`config.mk`:
```
export PLATFORM = sky130hd
export DESIGN_NAME = hsv_to_rgb_pwm_duty
export DESIGN_NICKNAME = d
export VERILOG_FILES = /design/src/rtl/hrpd_pkg.sv /design/src/rtl/hsv_to_rgb_pwm_duty.sv /design/src/rtl/hrpd_duty_lane.sv
export SDC_FILE = /design/constraint.sdc
export NUM_CORES = 2
export LEC_CHECK = 0
export BUFFER_PORTS_ARGS = -buffer_cell sky130_fd_sc_hd__clkbuf_2
export CAP_MARGIN = 20
export CELL_PAD_IN_SITES_DETAIL_PLACEMENT = 1
export CELL_PAD_IN_SITES_GLOBAL_PLACEMENT = 2
export CORE_MARGIN = 2
export CORE_UTILIZATION = 30
export DETAILED_ROUTE_END_ITERATION = 7
export PLACE_DENSITY_LB_ADDON = 0.1
export SYNTH_ARGS = -nofsm -noshare
export SYNTH_HDL_FRONTEND = slang
export SYNTH_SLANG_ARGS = --single-unit
```
`constraint.sdc`:
```
create_clock -name clk -period 7.4 [get_ports clk]
set_input_delay 1.48 -clock clk [delete_from_list [all_inputs] [get_ports clk]]
set_output_delay 1.48 -clock clk [all_outputs]
set_load 0.005 [all_outputs]
```
`src/rtl/hrpd_pkg.sv`:
```
// ----------------------------------------------------------------------------
// hrpd_pkg
// Shared constants and types for the HSV/RGB to PWM duty converter: field
// widths, fixed-point reciprocals for the constant divisors and stage types.
// ----------------------------------------------------------------------------
package hrpd_pkg;

  // Output duty word width and full-scale value.
  localparam int DUTY_BITS = 13;
  localparam logic [DUTY_BITS-1:0] DUTY_MAX = {DUTY_BITS{1'b1}};

  // Field widths.
  localparam int LVL_W  = 8;
  localparam int HUE_W  = 16;
  localparam int PCT_W  = 7;
  localparam int PROD_W = LVL_W + DUTY_BITS;

  localparam logic [PCT_W-1:0] PCT_MAX = 7'd100;

  // Reciprocals for division by constants. Each is exact over the operand
  // range in which it is used (error term stays below the smallest gap to
  // the next integer).
  localparam logic [15:0] RECIP_360 = 16'd46603;     // 2^24 / 360, floor or one low
  localparam logic [15:0] RECIP_100 = 16'd41944;     // 2^22 / 100, x <= 25500
  localparam logic [14:0] RECIP_60  = 15'd17477;     // 2^20 / 60,  x <= 15045
  localparam logic [24:0] RECIP_255 = 25'd16843010;  // 2^32 / 255, x < 2^24
  localparam int RECIP_255_SHIFT = 32;

  // Pipeline depth, input register through output register.
  localparam int NSTG = 10;

  // Configuration port.
  localparam int ADDR_W = 3;
  localparam logic REG_ACTIVE_HIGH = 1'b0;  // word index of active_high

  // Request kinds.
  localparam logic ACT_HSV = 1'b0;
  localparam logic ACT_RGB = 1'b1;

  // Sixty-degree hue sectors.
  typedef enum logic [2:0] {
    SEC_RED_YEL,
    SEC_YEL_GRN,
    SEC_GRN_CYN,
    SEC_CYN_BLU,
    SEC_BLU_MAG,
    SEC_MAG_RED
  } sector_t;

  // Direct level request that rides along the HSV stages.
  typedef struct packed {
    logic             action;
    logic [LVL_W-1:0] red;
    logic [LVL_W-1:0] green;
    logic [LVL_W-1:0] blue;
  } rgb_req_t;

  // Load enables for the two duty scaling stages of one lane.
  typedef struct packed {
    logic en_mul;
    logic en_out;
  } lane_ctl_t;

endpackage

```
`src/rtl/hsv_to_rgb_pwm_duty.sv`:
```
// ----------------------------------------------------------------------------
// hsv_to_rgb_pwm_duty
// Converts one color request (HSV or direct RGB levels) into three PWM duty
// words for an RGB LED.
// ----------------------------------------------------------------------------
// Usage:
//   An item enters on the in_valid/in_ready channel. With action low the
//   hue, saturation and value fields are converted; with action high the
//   three 8-bit levels are used as given. Each item yields exactly one result
//   item of three duty words on the out_valid/out_ready channel.
//   Hue is taken modulo 360; saturation and value above 100 clip to 100.
//   The active_high register (APB word 0) selects direct or inverted duty;
//   the user writes it only while the block is idle; the block does not enforce this.
// Timing:
//   Ten register stages: a result item is offered once its item has passed
//   through all of them, and while out_ready is high one item can be
//   accepted in every cycle. The depth is set by the chain of
//   constant-reciprocal multiplies (hue modulo, peak, floor, sector, ramp
//   and duty scaling).
// Reset and stall:
//   Reset clears all stage valid bits and sets active_high to 0. When the
//   receiver holds out_ready low, each stage keeps its item and only stages
//   behind an empty slot move, so bubbles are squeezed out and in_ready
//   drops only once every stage is full. Nothing is lost or repeated.
// ----------------------------------------------------------------------------
module hsv_to_rgb_pwm_duty (
  input  logic                           clk,
  input  logic                           rst,
  // Configuration port.
  input  logic                           psel,
  input  logic                           penable,
  input  logic                           pwrite,
  input  logic [hrpd_pkg::ADDR_W-1:0]    paddr,
  input  logic [31:0]                    pwdata,
  output logic [31:0]                    prdata,
  output logic                           pready,
  // Request channel.
  input  logic                           in_valid,
  output logic                           in_ready,
  input  logic                           action,
  input  logic [hrpd_pkg::HUE_W-1:0]     hue_deg,
  input  logic [hrpd_pkg::PCT_W-1:0]     sat_pct,
  input  logic [hrpd_pkg::PCT_W-1:0]     val_pct,
  input  logic [hrpd_pkg::LVL_W-1:0]     red_level,
  input  logic [hrpd_pkg::LVL_W-1:0]     green_level,
  input  logic [hrpd_pkg::LVL_W-1:0]     blue_level,
  // Result channel.
  output logic                           out_valid,
  input  logic                           out_ready,
  output logic [hrpd_pkg::DUTY_BITS-1:0] red_duty,
  output logic [hrpd_pkg::DUTY_BITS-1:0] green_duty,
  output logic [hrpd_pkg::DUTY_BITS-1:0] blue_duty
);

  localparam int NSTG = hrpd_pkg::NSTG;
  localparam int LW   = hrpd_pkg::LVL_W;
  localparam int PW   = hrpd_pkg::PCT_W;

  // --------------------------------------------------------------------------
  // Configuration register.
  // --------------------------------------------------------------------------
  logic active_high;
  logic cfg_hit;

  assign pready  = 1'b1;
  assign cfg_hit = (paddr[2] == hrpd_pkg::REG_ACTIVE_HIGH);

  always_ff @(posedge clk) begin
    if (rst) begin
      active_high <= 1'b0;
    end else if (psel && penable && pwrite && pready && cfg_hit) begin
      active_high <= pwdata[0];
    end
  end

  always_comb begin
    prdata = '0;
    if (cfg_hit) begin
      prdata[0] = active_high;
    end
  end

  // --------------------------------------------------------------------------
  // Stage flow control. A stage loads when it is empty or when the stage
  // after it moves on, so bubbles collapse under a stall.
  // --------------------------------------------------------------------------
  logic [NSTG-1:0] vld;
  logic [NSTG-1:0] adv;

  always_comb begin
    adv[NSTG-1] = !vld[NSTG-1] || out_ready;
    for (int k = NSTG - 2; k >= 0; k--) begin
      adv[k] = !vld[k] || adv[k+1];
    end
  end

  assign in_ready  = adv[0];
  assign out_valid = vld[NSTG-1];

  always_ff @(posedge clk) begin
    if (rst) begin
      vld <= '0;
    end else begin
      if (adv[0]) begin
        vld[0] <= in_valid;
      end
      for (int k = 1; k < NSTG; k++) begin
        if (adv[k]) begin
          vld[k] <= vld[k-1];
        end
      end
    end
  end

  // --------------------------------------------------------------------------
  // Stage 1: clip percentages, estimate hue / 360, form value * 255.
  // --------------------------------------------------------------------------
  hrpd_pkg::rgb_req_t req1, req2, req3, req4, req5, req6, req7;
  logic [hrpd_pkg::HUE_W-1:0] hue1;
  logic [7:0]                 hq1;
  logic [PW-1:0]              sat1, sat2;
  logic [14:0]                pk_prod1;

  logic [PW-1:0] sat_c, val_c;
  logic [31:0]   hq_full;

  assign sat_c   = (sat_pct > hrpd_pkg::PCT_MAX) ? hrpd_pkg::PCT_MAX : sat_pct;
  assign val_c   = (val_pct > hrpd_pkg::PCT_MAX) ? hrpd_pkg::PCT_MAX : val_pct;
  assign hq_full = 32'(hue_deg) * 32'(hrpd_pkg::RECIP_360);

  always_ff @(posedge clk) begin
    if (adv[0]) begin
      req1     <= '{action: action, red: red_level, green: green_level,
                    blue: blue_level};
      hue1     <= hue_deg;
      hq1      <= hq_full[31:24];
      sat1     <= sat_c;
      pk_prod1 <= 15'(val_c) * 15'd255;
    end
  end

  // --------------------------------------------------------------------------
  // Stage 2: partial hue remainder (below 720) and peak level.
  // --------------------------------------------------------------------------
  logic [9:0]    h2;
  logic [LW-1:0] peak2, peak3, peak4, peak5, peak6, peak7;
  logic [16:0]   hq_x360;
  logic [30:0]   peak_full;

  assign hq_x360   = 17'(hq1) * 17'd360;
  assign peak_full = 31'(pk_prod1) * 31'(hrpd_pkg::RECIP_100);

  always_ff @(posedge clk) begin
    if (adv[1]) begin
      req2  <= req1;
      h2    <= 10'({1'b0, hue1} - hq_x360);
      peak2 <= peak_full[29:22];
      sat2  <= sat1;
    end
  end

  // --------------------------------------------------------------------------
  // Stage 3: final hue correction and peak * (100 - sat).
  // --------------------------------------------------------------------------
  logic [8:0]  hm3, hm4;
  logic [14:0] base_prod3;

  always_ff @(posedge clk) begin
    if (adv[2]) begin
      req3       <= req2;
      hm3        <= (h2 >= 10'd360) ? 9'(h2 - 10'd360) : h2[8:0];
      peak3      <= peak2;
      base_prod3 <= 15'(peak2) * 15'(hrpd_pkg::PCT_MAX - sat2);
    end
  end

  // --------------------------------------------------------------------------
  // Stage 4: floor level and sector number.
  // --------------------------------------------------------------------------
  logic [LW-1:0]     base4, base5, base6, base7;
  hrpd_pkg::sector_t sec4, sec5, sec6, sec7;
  logic [30:0]       base_full;
  logic [23:0]       sec_full;

  assign base_full = 31'(base_prod3) * 31'(hrpd_pkg::RECIP_100);
  assign sec_full  = 24'(hm3) * 24'(hrpd_pkg::RECIP_60);

  always_ff @(posedge clk) begin
    if (adv[3]) begin
      req4  <= req3;
      hm4   <= hm3;
      peak4 <= peak3;
      base4 <= base_full[29:22];
      sec4  <= hrpd_pkg::sector_t'(sec_full[22:20]);
    end
  end

  // --------------------------------------------------------------------------
  // Stage 5: degrees into the sector and span between peak and floor.
  // --------------------------------------------------------------------------
  logic [5:0]    rem5;
  logic [LW-1:0] diff5;

  always_ff @(posedge clk) begin
    if (adv[4]) begin
      req5  <= req4;
      peak5 <= peak4;
      base5 <= base4;
      sec5  <= sec4;
      rem5  <= 6'(hm4 - 9'(sec4) * 9'd60);
      diff5 <= peak4 - base4;
    end
  end

  // --------------------------------------------------------------------------
  // Stage 6: span * degrees.
  // --------------------------------------------------------------------------
  logic [13:0] ramp_prod6;

  always_ff @(posedge clk) begin
    if (adv[5]) begin
      req6       <= req5;
      peak6      <= peak5;
      base6      <= base5;
      sec6       <= sec5;
      ramp_prod6 <= 14'(diff5) * 14'(rem5);
    end
  end

  // --------------------------------------------------------------------------
  // Stage 7: ramp = span * degrees / 60.
  // --------------------------------------------------------------------------
  logic [LW-1:0] ramp7;
  logic [28:0]   ramp_full;

  assign ramp_full = 29'(ramp_prod6) * 29'(hrpd_pkg::RECIP_60);

  always_ff @(posedge clk) begin
    if (adv[6]) begin
      req7  <= req6;
      peak7 <= peak6;
      base7 <= base6;
      sec7  <= sec6;
      ramp7 <= ramp_full[27:20];
    end
  end

  // --------------------------------------------------------------------------
  // Stage 8: pick the three levels, from the sector or from the request.
  // --------------------------------------------------------------------------
  logic [LW-1:0] red8, green8, blue8;
  logic [LW-1:0] r_sel, g_sel, b_sel;
  logic [LW-1:0] rise, fall;

  assign rise = base7 + ramp7;
  assign fall = peak7 - ramp7;

  always_comb begin
    r_sel = peak7;
    g_sel = base7;
    b_sel = fall;
    if (req7.action == hrpd_pkg::ACT_RGB) begin
      r_sel = req7.red;
      g_sel = req7.green;
      b_sel = req7.blue;
    end else begin
      case (sec7)
        hrpd_pkg::SEC_RED_YEL: begin
          r_sel = peak7; g_sel = rise;  b_sel = base7;
        end
        hrpd_pkg::SEC_YEL_GRN: begin
          r_sel = fall;  g_sel = peak7; b_sel = base7;
        end
        hrpd_pkg::SEC_GRN_CYN: begin
          r_sel = base7; g_sel = peak7; b_sel = rise;
        end
        hrpd_pkg::SEC_CYN_BLU: begin
          r_sel = base7; g_sel = fall;  b_sel = peak7;
        end
        hrpd_pkg::SEC_BLU_MAG: begin
          r_sel = rise;  g_sel = base7; b_sel = peak7;
        end
        default: begin
          r_sel = peak7; g_sel = base7; b_sel = fall;
        end
      endcase
    end
  end

  always_ff @(posedge clk) begin
    if (adv[7]) begin
      red8   <= r_sel;
      green8 <= g_sel;
      blue8  <= b_sel;
    end
  end

  // --------------------------------------------------------------------------
  // Stages 9 and 10: duty scaling and polarity, one lane per color.
  // --------------------------------------------------------------------------
  hrpd_pkg::lane_ctl_t lane_ctl;

  assign lane_ctl = '{en_mul: adv[8], en_out: adv[9]};

  hrpd_duty_lane u_red (
    .clk         (clk),
    .ctl         (lane_ctl),
    .active_high (active_high),
    .level       (red8),
    .duty        (red_duty)
  );

  hrpd_duty_lane u_green (
    .clk         (clk),
    .ctl         (lane_ctl),
    .active_high (active_high),
    .level       (green8),
    .duty        (green_duty)
  );

  hrpd_duty_lane u_blue (
    .clk         (clk),
    .ctl         (lane_ctl),
    .active_high (active_high),
    .level       (blue8),
    .duty        (blue_duty)
  );

  // --------------------------------------------------------------------------
  // Assertions.
  // --------------------------------------------------------------------------
  // With the output slot empty every stage can move, so a request is taken.
  a_ready_when_drained: assert property (@(posedge clk) disable iff (rst)
    !out_valid |-> in_ready)
    else $error("in_ready low while the output stage is empty");

  // Hue correction leaves a remainder below one full turn.
  a_hue_in_turn: assert property (@(posedge clk) disable iff (rst)
    vld[2] |-> (hm3 < 9'd360))
    else $error("reduced hue out of range");

  // The floor level never exceeds the peak level.
  a_floor_below_peak: assert property (@(posedge clk) disable iff (rst)
    vld[3] |-> (base4 <= peak4))
    else $error("floor level above peak level");

  // Sector offset stays inside one sixty-degree sector.
  a_sector_offset: assert property (@(posedge clk) disable iff (rst)
    vld[4] |-> (rem5 < 6'd60))
    else $error("sector offset out of range");

  // The ramp never overshoots the span between floor and peak.
  a_ramp_in_span: assert property (@(posedge clk) disable iff (rst)
    vld[6] |-> (ramp7 <= (peak7 - base7)))
    else $error("ramp exceeds span");

endmodule

```
`src/rtl/hrpd_duty_lane.sv`:
```
// ----------------------------------------------------------------------------
// hrpd_duty_lane
// Two-stage scaling of one 8-bit level to a PWM duty word:
// duty = level * DUTY_MAX / 255, inverted for an active-low LED.
// ----------------------------------------------------------------------------
module hrpd_duty_lane (
  input  logic                           clk,
  input  hrpd_pkg::lane_ctl_t            ctl,
  input  logic                           active_high,
  input  logic [hrpd_pkg::LVL_W-1:0]     level,
  output logic [hrpd_pkg::DUTY_BITS-1:0] duty
);

  localparam int FULL_W = hrpd_pkg::PROD_W + 25;

  logic [hrpd_pkg::PROD_W-1:0]    prod;
  logic [FULL_W-1:0]              scaled;
  logic [hrpd_pkg::DUTY_BITS-1:0] quot;

  // Division by 255 through a reciprocal multiply.
  assign scaled = FULL_W'(prod) * FULL_W'(hrpd_pkg::RECIP_255);
  assign quot   = scaled[hrpd_pkg::RECIP_255_SHIFT +: hrpd_pkg::DUTY_BITS];

  always_ff @(posedge clk) begin
    if (ctl.en_mul) begin
      prod <= hrpd_pkg::PROD_W'(level) * hrpd_pkg::PROD_W'(hrpd_pkg::DUTY_MAX);
    end
    if (ctl.en_out) begin
      // DUTY_MAX - d is the bitwise complement within the duty width.
      duty <= active_high ? quot : ~quot;
    end
  end

endmodule
```
# --- Word-level counts from Yosys, hierarchy flattened ---
# Index checks and enable logic that the tools add are counted.
op_classes:
  n_eq_ne: 4
  muxes: 12
  n_mul: 16
  bitwise_logic: 4
  reduce_logical: 28
  n_lt_le_gt_ge: 3
  addsub: 7
op_table:
  columns: ["operator", "count"]
  rows:
  - ["multiplier 21 x 24 -> 44 bit (second input constant)", 3]
  - ["one-hot mux 8 bit (3 select lines)", 3]
  - ["multiplier 8 x 13 -> 21 bit (second input constant)", 3]
  - ["multiplier 15 x 13 -> 27 bit (second input constant)", 2]
  - ["two-way mux 13 bit", 3]
  - ["inverter 13 bit", 3]
  - ["multiplier 16 x 16 -> 32 bit (second input constant)", 1]
  - ["multiplier 14 x 15 -> 28 bit (second input constant)", 1]
  - ["two-way mux 8 bit", 3]
  - ["multiplier 9 x 15 -> 23 bit (second input constant)", 1]
  - ["subtractor 8 bit", 2]
  - ["multiplier 7 x 8 -> 15 bit (second input constant)", 1]
  - ["multiplier 9 x 8 -> 15 bit", 1]
  - ["greater-than comparator 7 bit (second input constant)", 2]
  - ["multiplier 8 x 6 -> 14 bit", 1]
  - ["greater-or-equal comparator 10 x 9 -> 1 bit (second input constant)", 1]
  - ["logical NOT 1 bit", 10]
  - ["logical OR 1 bit", 10]
  - ["subtractor 10 bit", 1]
  - ["two-way mux 9 bit", 1]
  - ["subtractor 9 bit (second input constant)", 1]
  - ["adder 8 bit", 1]
  - ["multiplier 8 x 6 -> 7 bit (second input constant)", 1]
  - ["OR reduction 2 bit", 4]
  - ["other kinds (11)", 14]
totals:
  ff_bits: 527
  elab_cells: 149
  out_inout_bits: 74

# --- Logic depth before layout (Yosys ltp) ---
depth:
  word_depth: 11
  mapped_depth: 24

# --- By module ---
# Synthesis repeated with hierarchy kept, for this count alone.
unflattened:
  hier_cells: 4483
  area_unflattened_um2: 50711.1
modules_own_cells:
  columns: ["mod", "n_inst", "area_per_inst_um2", "cells_per_inst"]
  rows:
  - ["hsv_to_rgb_pwm_duty", 1, 34221.6, 2890]
  - ["hrpd_duty_lane at u_blue ...", 2, 5441.5, 519]
  - ["hrpd_duty_lane at u_green", 1, 5606.6, 555]

# --- Worst setup path after synthesis ---
# OpenSTA, ideal clock, no wires.
synth_timing:
  path_type: "input-to-output"
  from: "in out_ready"
  to: "out in_ready"
  t_arrival_ps: 5639
  path_slack_ps: 281
  cell_stages: 6
  n_path_buf: 0
  path_cell_list: "nor2b_1 and3_1 and3_1 nand3_1 nor2_1 nand3_1"
synth_via:
  elab_chain_cells: 10
synth_rtl:
  columns: ["item", "line", "source"]
  rows:
  - ["start: declaration", "hsv_to_rgb_pwm_duty.sv:49", "input logic out_ready,"]
  - ["logical OR 1 bit", "hsv_to_rgb_pwm_duty.sv:91", "adv[NSTG-1] = !vld[NSTG-1] || out_ready;"]
  - ["logical OR 1 bit (6 in series)", "hsv_to_rgb_pwm_duty.sv:93", "adv[k] = !vld[k] || adv[k+1];"]
  - ["named net adv[3]", "hsv_to_rgb_pwm_duty.sv:88", "logic [NSTG-1:0] adv;"]
  - ["logical OR 1 bit (3 in series)", "hsv_to_rgb_pwm_duty.sv:93", null]
  - ["end: declaration", "hsv_to_rgb_pwm_duty.sv:39", "output logic in_ready,"]
# The timed path passes the listed nets, and every way through them passes these cells.

# --- Worst setup path after layout ---
layout_timing:
  from: "in hue_deg[1] (netlist bit)"
  to: "reg hq1[6], data pin"
layout_via:
  elab_chain_cells: 1
layout_rtl:
  columns: ["item", "line", "source"]
  rows:
  - ["start: declaration", "hsv_to_rgb_pwm_duty.sv:41", "input logic [hrpd_pkg::HUE_W-1:0] hue_deg,"]
  - ["multiplier 16 x 16 -> 32 bit", "hsv_to_rgb_pwm_duty.sv:129", "assign hq_full = 32'(hue_deg) * 32'(hrpd_pkg::RECIP_360);"]
  - ["named net hq_full[30]", "hsv_to_rgb_pwm_duty.sv:125", "logic [31:0] hq_full;"]
  - ["end signal: assignment", "hsv_to_rgb_pwm_duty.sv:136", "hq1 <= hq_full[31:24];"]
  - ["end: declaration", "hsv_to_rgb_pwm_duty.sv:120", "logic [7:0] hq1;"]
# The timed path passes the listed nets, and every way through them passes these cells.
# A chain may end at the register's enable or synchronous reset.

==> reports/qor.txt <==
TritonCTS clock tree -> yes
Final Max Slew Viols -> 0
WS Path Type -> input port to register
Final Hold Viols -> 0
Num ports -> 171
CP max-delay cell -> fa_1
Vert. Die Dim -> 411.1 microns
Layout cells sized above 1 -> 5.827%
Ys flop type -> edfxtp_1
Drt pass-1 iters -> 4
Cts hold-fix bufs -> 0
Synthesis Warnings -> 0
GPL Wtd Cong -> 0.7861
Post-detailed-route wirelength per cell -> 16.12 microns
Clock Tree Root -> clkbuf_16
Worst Skew -> 41.36 ps
Initial antenna violation count -> 8
DRC viols -> 0
CP arrival -> 6890 ps
Post-synth EDFFs -> 515
CTS resizes -> 0
Crit. End Element -> register
Largest net degree at the start of global routing -> 66
CP dominant cell by count -> fa_1
Fill cell count -> 18100
Max Cap Viol -> 0
Crit-path cells -> clkbuf_2, ha_1, inv_1, fa_1, fa_1, inv_1, fa_1, inv_1, fa_1, fa_1, inv_1, ha_1, nand3_1, nor3_1, o21ai_0, o211ai_1, a31oi_1, o21ai_0, nor4_1, nor3_1, xnor2_1
H-Tree Depth -> 3
Flop2flop setup slack -> 1410 ps
Worst Path Required -> 7790 ps
Clk pin slew, worst setup/hold paths -> 60 ps
Syn Area/Cell -> 11.44 sq um
Post-route ant nets -> 0
Hpwl dp -> 91.85 mm
Post-CTS Repair Setup Buffers -> 0
Count of final setup violators -> 0
Cell count after placement -> 6625
Setup_tns -> 0 ps
Max Root-Sink Buffers -> 3
Syn Inst Count -> 4346
CTS Buf Count -> 70
Fin cells -> 6754
Vias in the first global route -> 32650
Die Area -> 169000 sq um
Initial DRC Count -> 720
Status -> completed
Via count -> 29410
Async S/R FF share, synth -> 0%
Final WL -> 108.9 mm
Nets -> 6077
Most frequent cells in the layout -> ha_1 (1032), inv_1 (994), edfxtp_1 (515)
P&R area growth vs syn -> 11.05%
HP Class -> register to register
Max frequency -> 0.1540 GHz
Max stage delay on crit path -> 560 ps
Worst hold slack -> 403.7 ps
CTS Sinks -> 526
Initial Util -> 30.16%
ANT cells -> 0
GR Util All Layers -> 13.28%
Number of placement rows -> 149
Setup WS pre-CTS -> 211.6 ps
Unrepaired setup endpoints after global routing -> no
Yosys reg bits -> 526
Cell variety after synth -> 73
Fin crit share -> 87.77%
Final worst slack -> 904.9 ps
Crit Path Max Fanout -> 5
Synthesized cell area -> 49710 sq um
Slew of the pin with the lowest slew margin -> 1047 ps
Port bufs -> 105
Total gr overflow -> 0
First-pass GRT wire length -> 177.6 mm
Chip Width -> 411.1 microns
Slew margin rel. -> 30.21%
Seq/Total Area, Yosys -> 31.55%
Skew-Pair Late Insertion Delay -> 660 ps
Worst setup SP type -> input port
DR vias/cell -> 4.355
Core area -> 164800 sq um
Final min period -> 6495 ps
Commonest non-fill, non-tap cell in the layout -> ha_1
[through the flow]
step	instance area [sq um]	utilization (%)
5_1_grt	55200	33.49
3_3_place_gp	52880	32.09
6_report	55200	33.49
3_5_place_dp	52880	32.09
2_1_floorplan	49820	-
4_1_cts	55170	33.48
[per-layer routing]
| layer | GRT usage, % | share of wire [%] | up-vias |
|---|---|---|---|
| met5 | 0 | 0.025 | - |
| met4 | 2.760 | 1.8 | 4 |
| met3 | 1.976 | 2.5 | 105 |
| met2 | 22.68 | 48 | 230 |
| met1 | 17.77 | 48 | 14320 |
| li1 | - | - | 14750 |
[kinds of logic after synthesis]
family          synth area share, %
buf+inv                       8.231
fa+ha+maj                     43.66
other cells                 0.01511
compound gates                6.119
mux                          0.7904
simple gates                  5.263
flops                         31.55
xor+xnor                      4.370
[cell usage after synthesis (12+ instances only)]
library cell	number	share of area [%]
a31oi_1	12	0.15
and2_1	69	0.87
edfxtp_1	515	31
fa_1	439	18
nor2b_1	46	0.58
nand2b_1	20	0.25
nand3_1	41	0.41
a21o_1	66	1.0
o21bai_1	25	0.38
a211oi_1	17	0.26
xor2_1	66	1.2
clkbuf_1	25	0.19
ha_1	1032	26
a21oi_1	159	1.6
xnor2_1	182	3.2
o211ai_1	14	0.21
nand2_1	131	0.99
inv_1	997	7.5
buf_4	32	0.48
nor2_1	127	0.96
nor3_1	32	0.32
nand4_1	23	0.29
o21ai_0	85	0.86
mux2i_1	28	0.56
[critical path: cells and delay by family]
kind | cells | cell delay [ps]
adders and majority gates | 7 | 3310
AOI/OAI and AO/OA | 4 | 950
and+or+nand+nor | 4 | 670
buffers and inverters | 5 | 410
xor gates and xnor gates | 1 | 90
[registers in the layout (all words and copies together), names as in the netlist, 15 cells and up]
name / count
req6: 25
pk_prod1: 15
base_prod3: 15
u_red.prod: 21
req7: 25
req1: 25
req3: 25
u_green.prod: 21
req2: 25
req5: 25
u_blue.prod: 21
req4: 25
[final timing paths]
kind / startpoint / depth (start not counted) / to
worst max-delay path: hue_deg[1] / 21 / hq1[6]
worst min-delay path: req3[0] / 0 / req4[0]
worst max register to register: pk_prod1[13] / 15 / peak2[7]
worst min register to register: req3[0] / 0 / req4[0]
[layout make-up]
cell class	count	area, sq um	share of cell area, %
sequential	526	15690	28.42
inverter	998	3746	6.786
multi-input combinational	2792	30070	54.48
clock buffer	85	1829	3.314
tap	2189	2739	4.962
clock inverter	43	462.9	0.8387
timing repair buffer	121	665.6	1.206
Power is not shown: default switching activity piles up to over one toggle a cycle in this logic, so the estimate is an artifact.
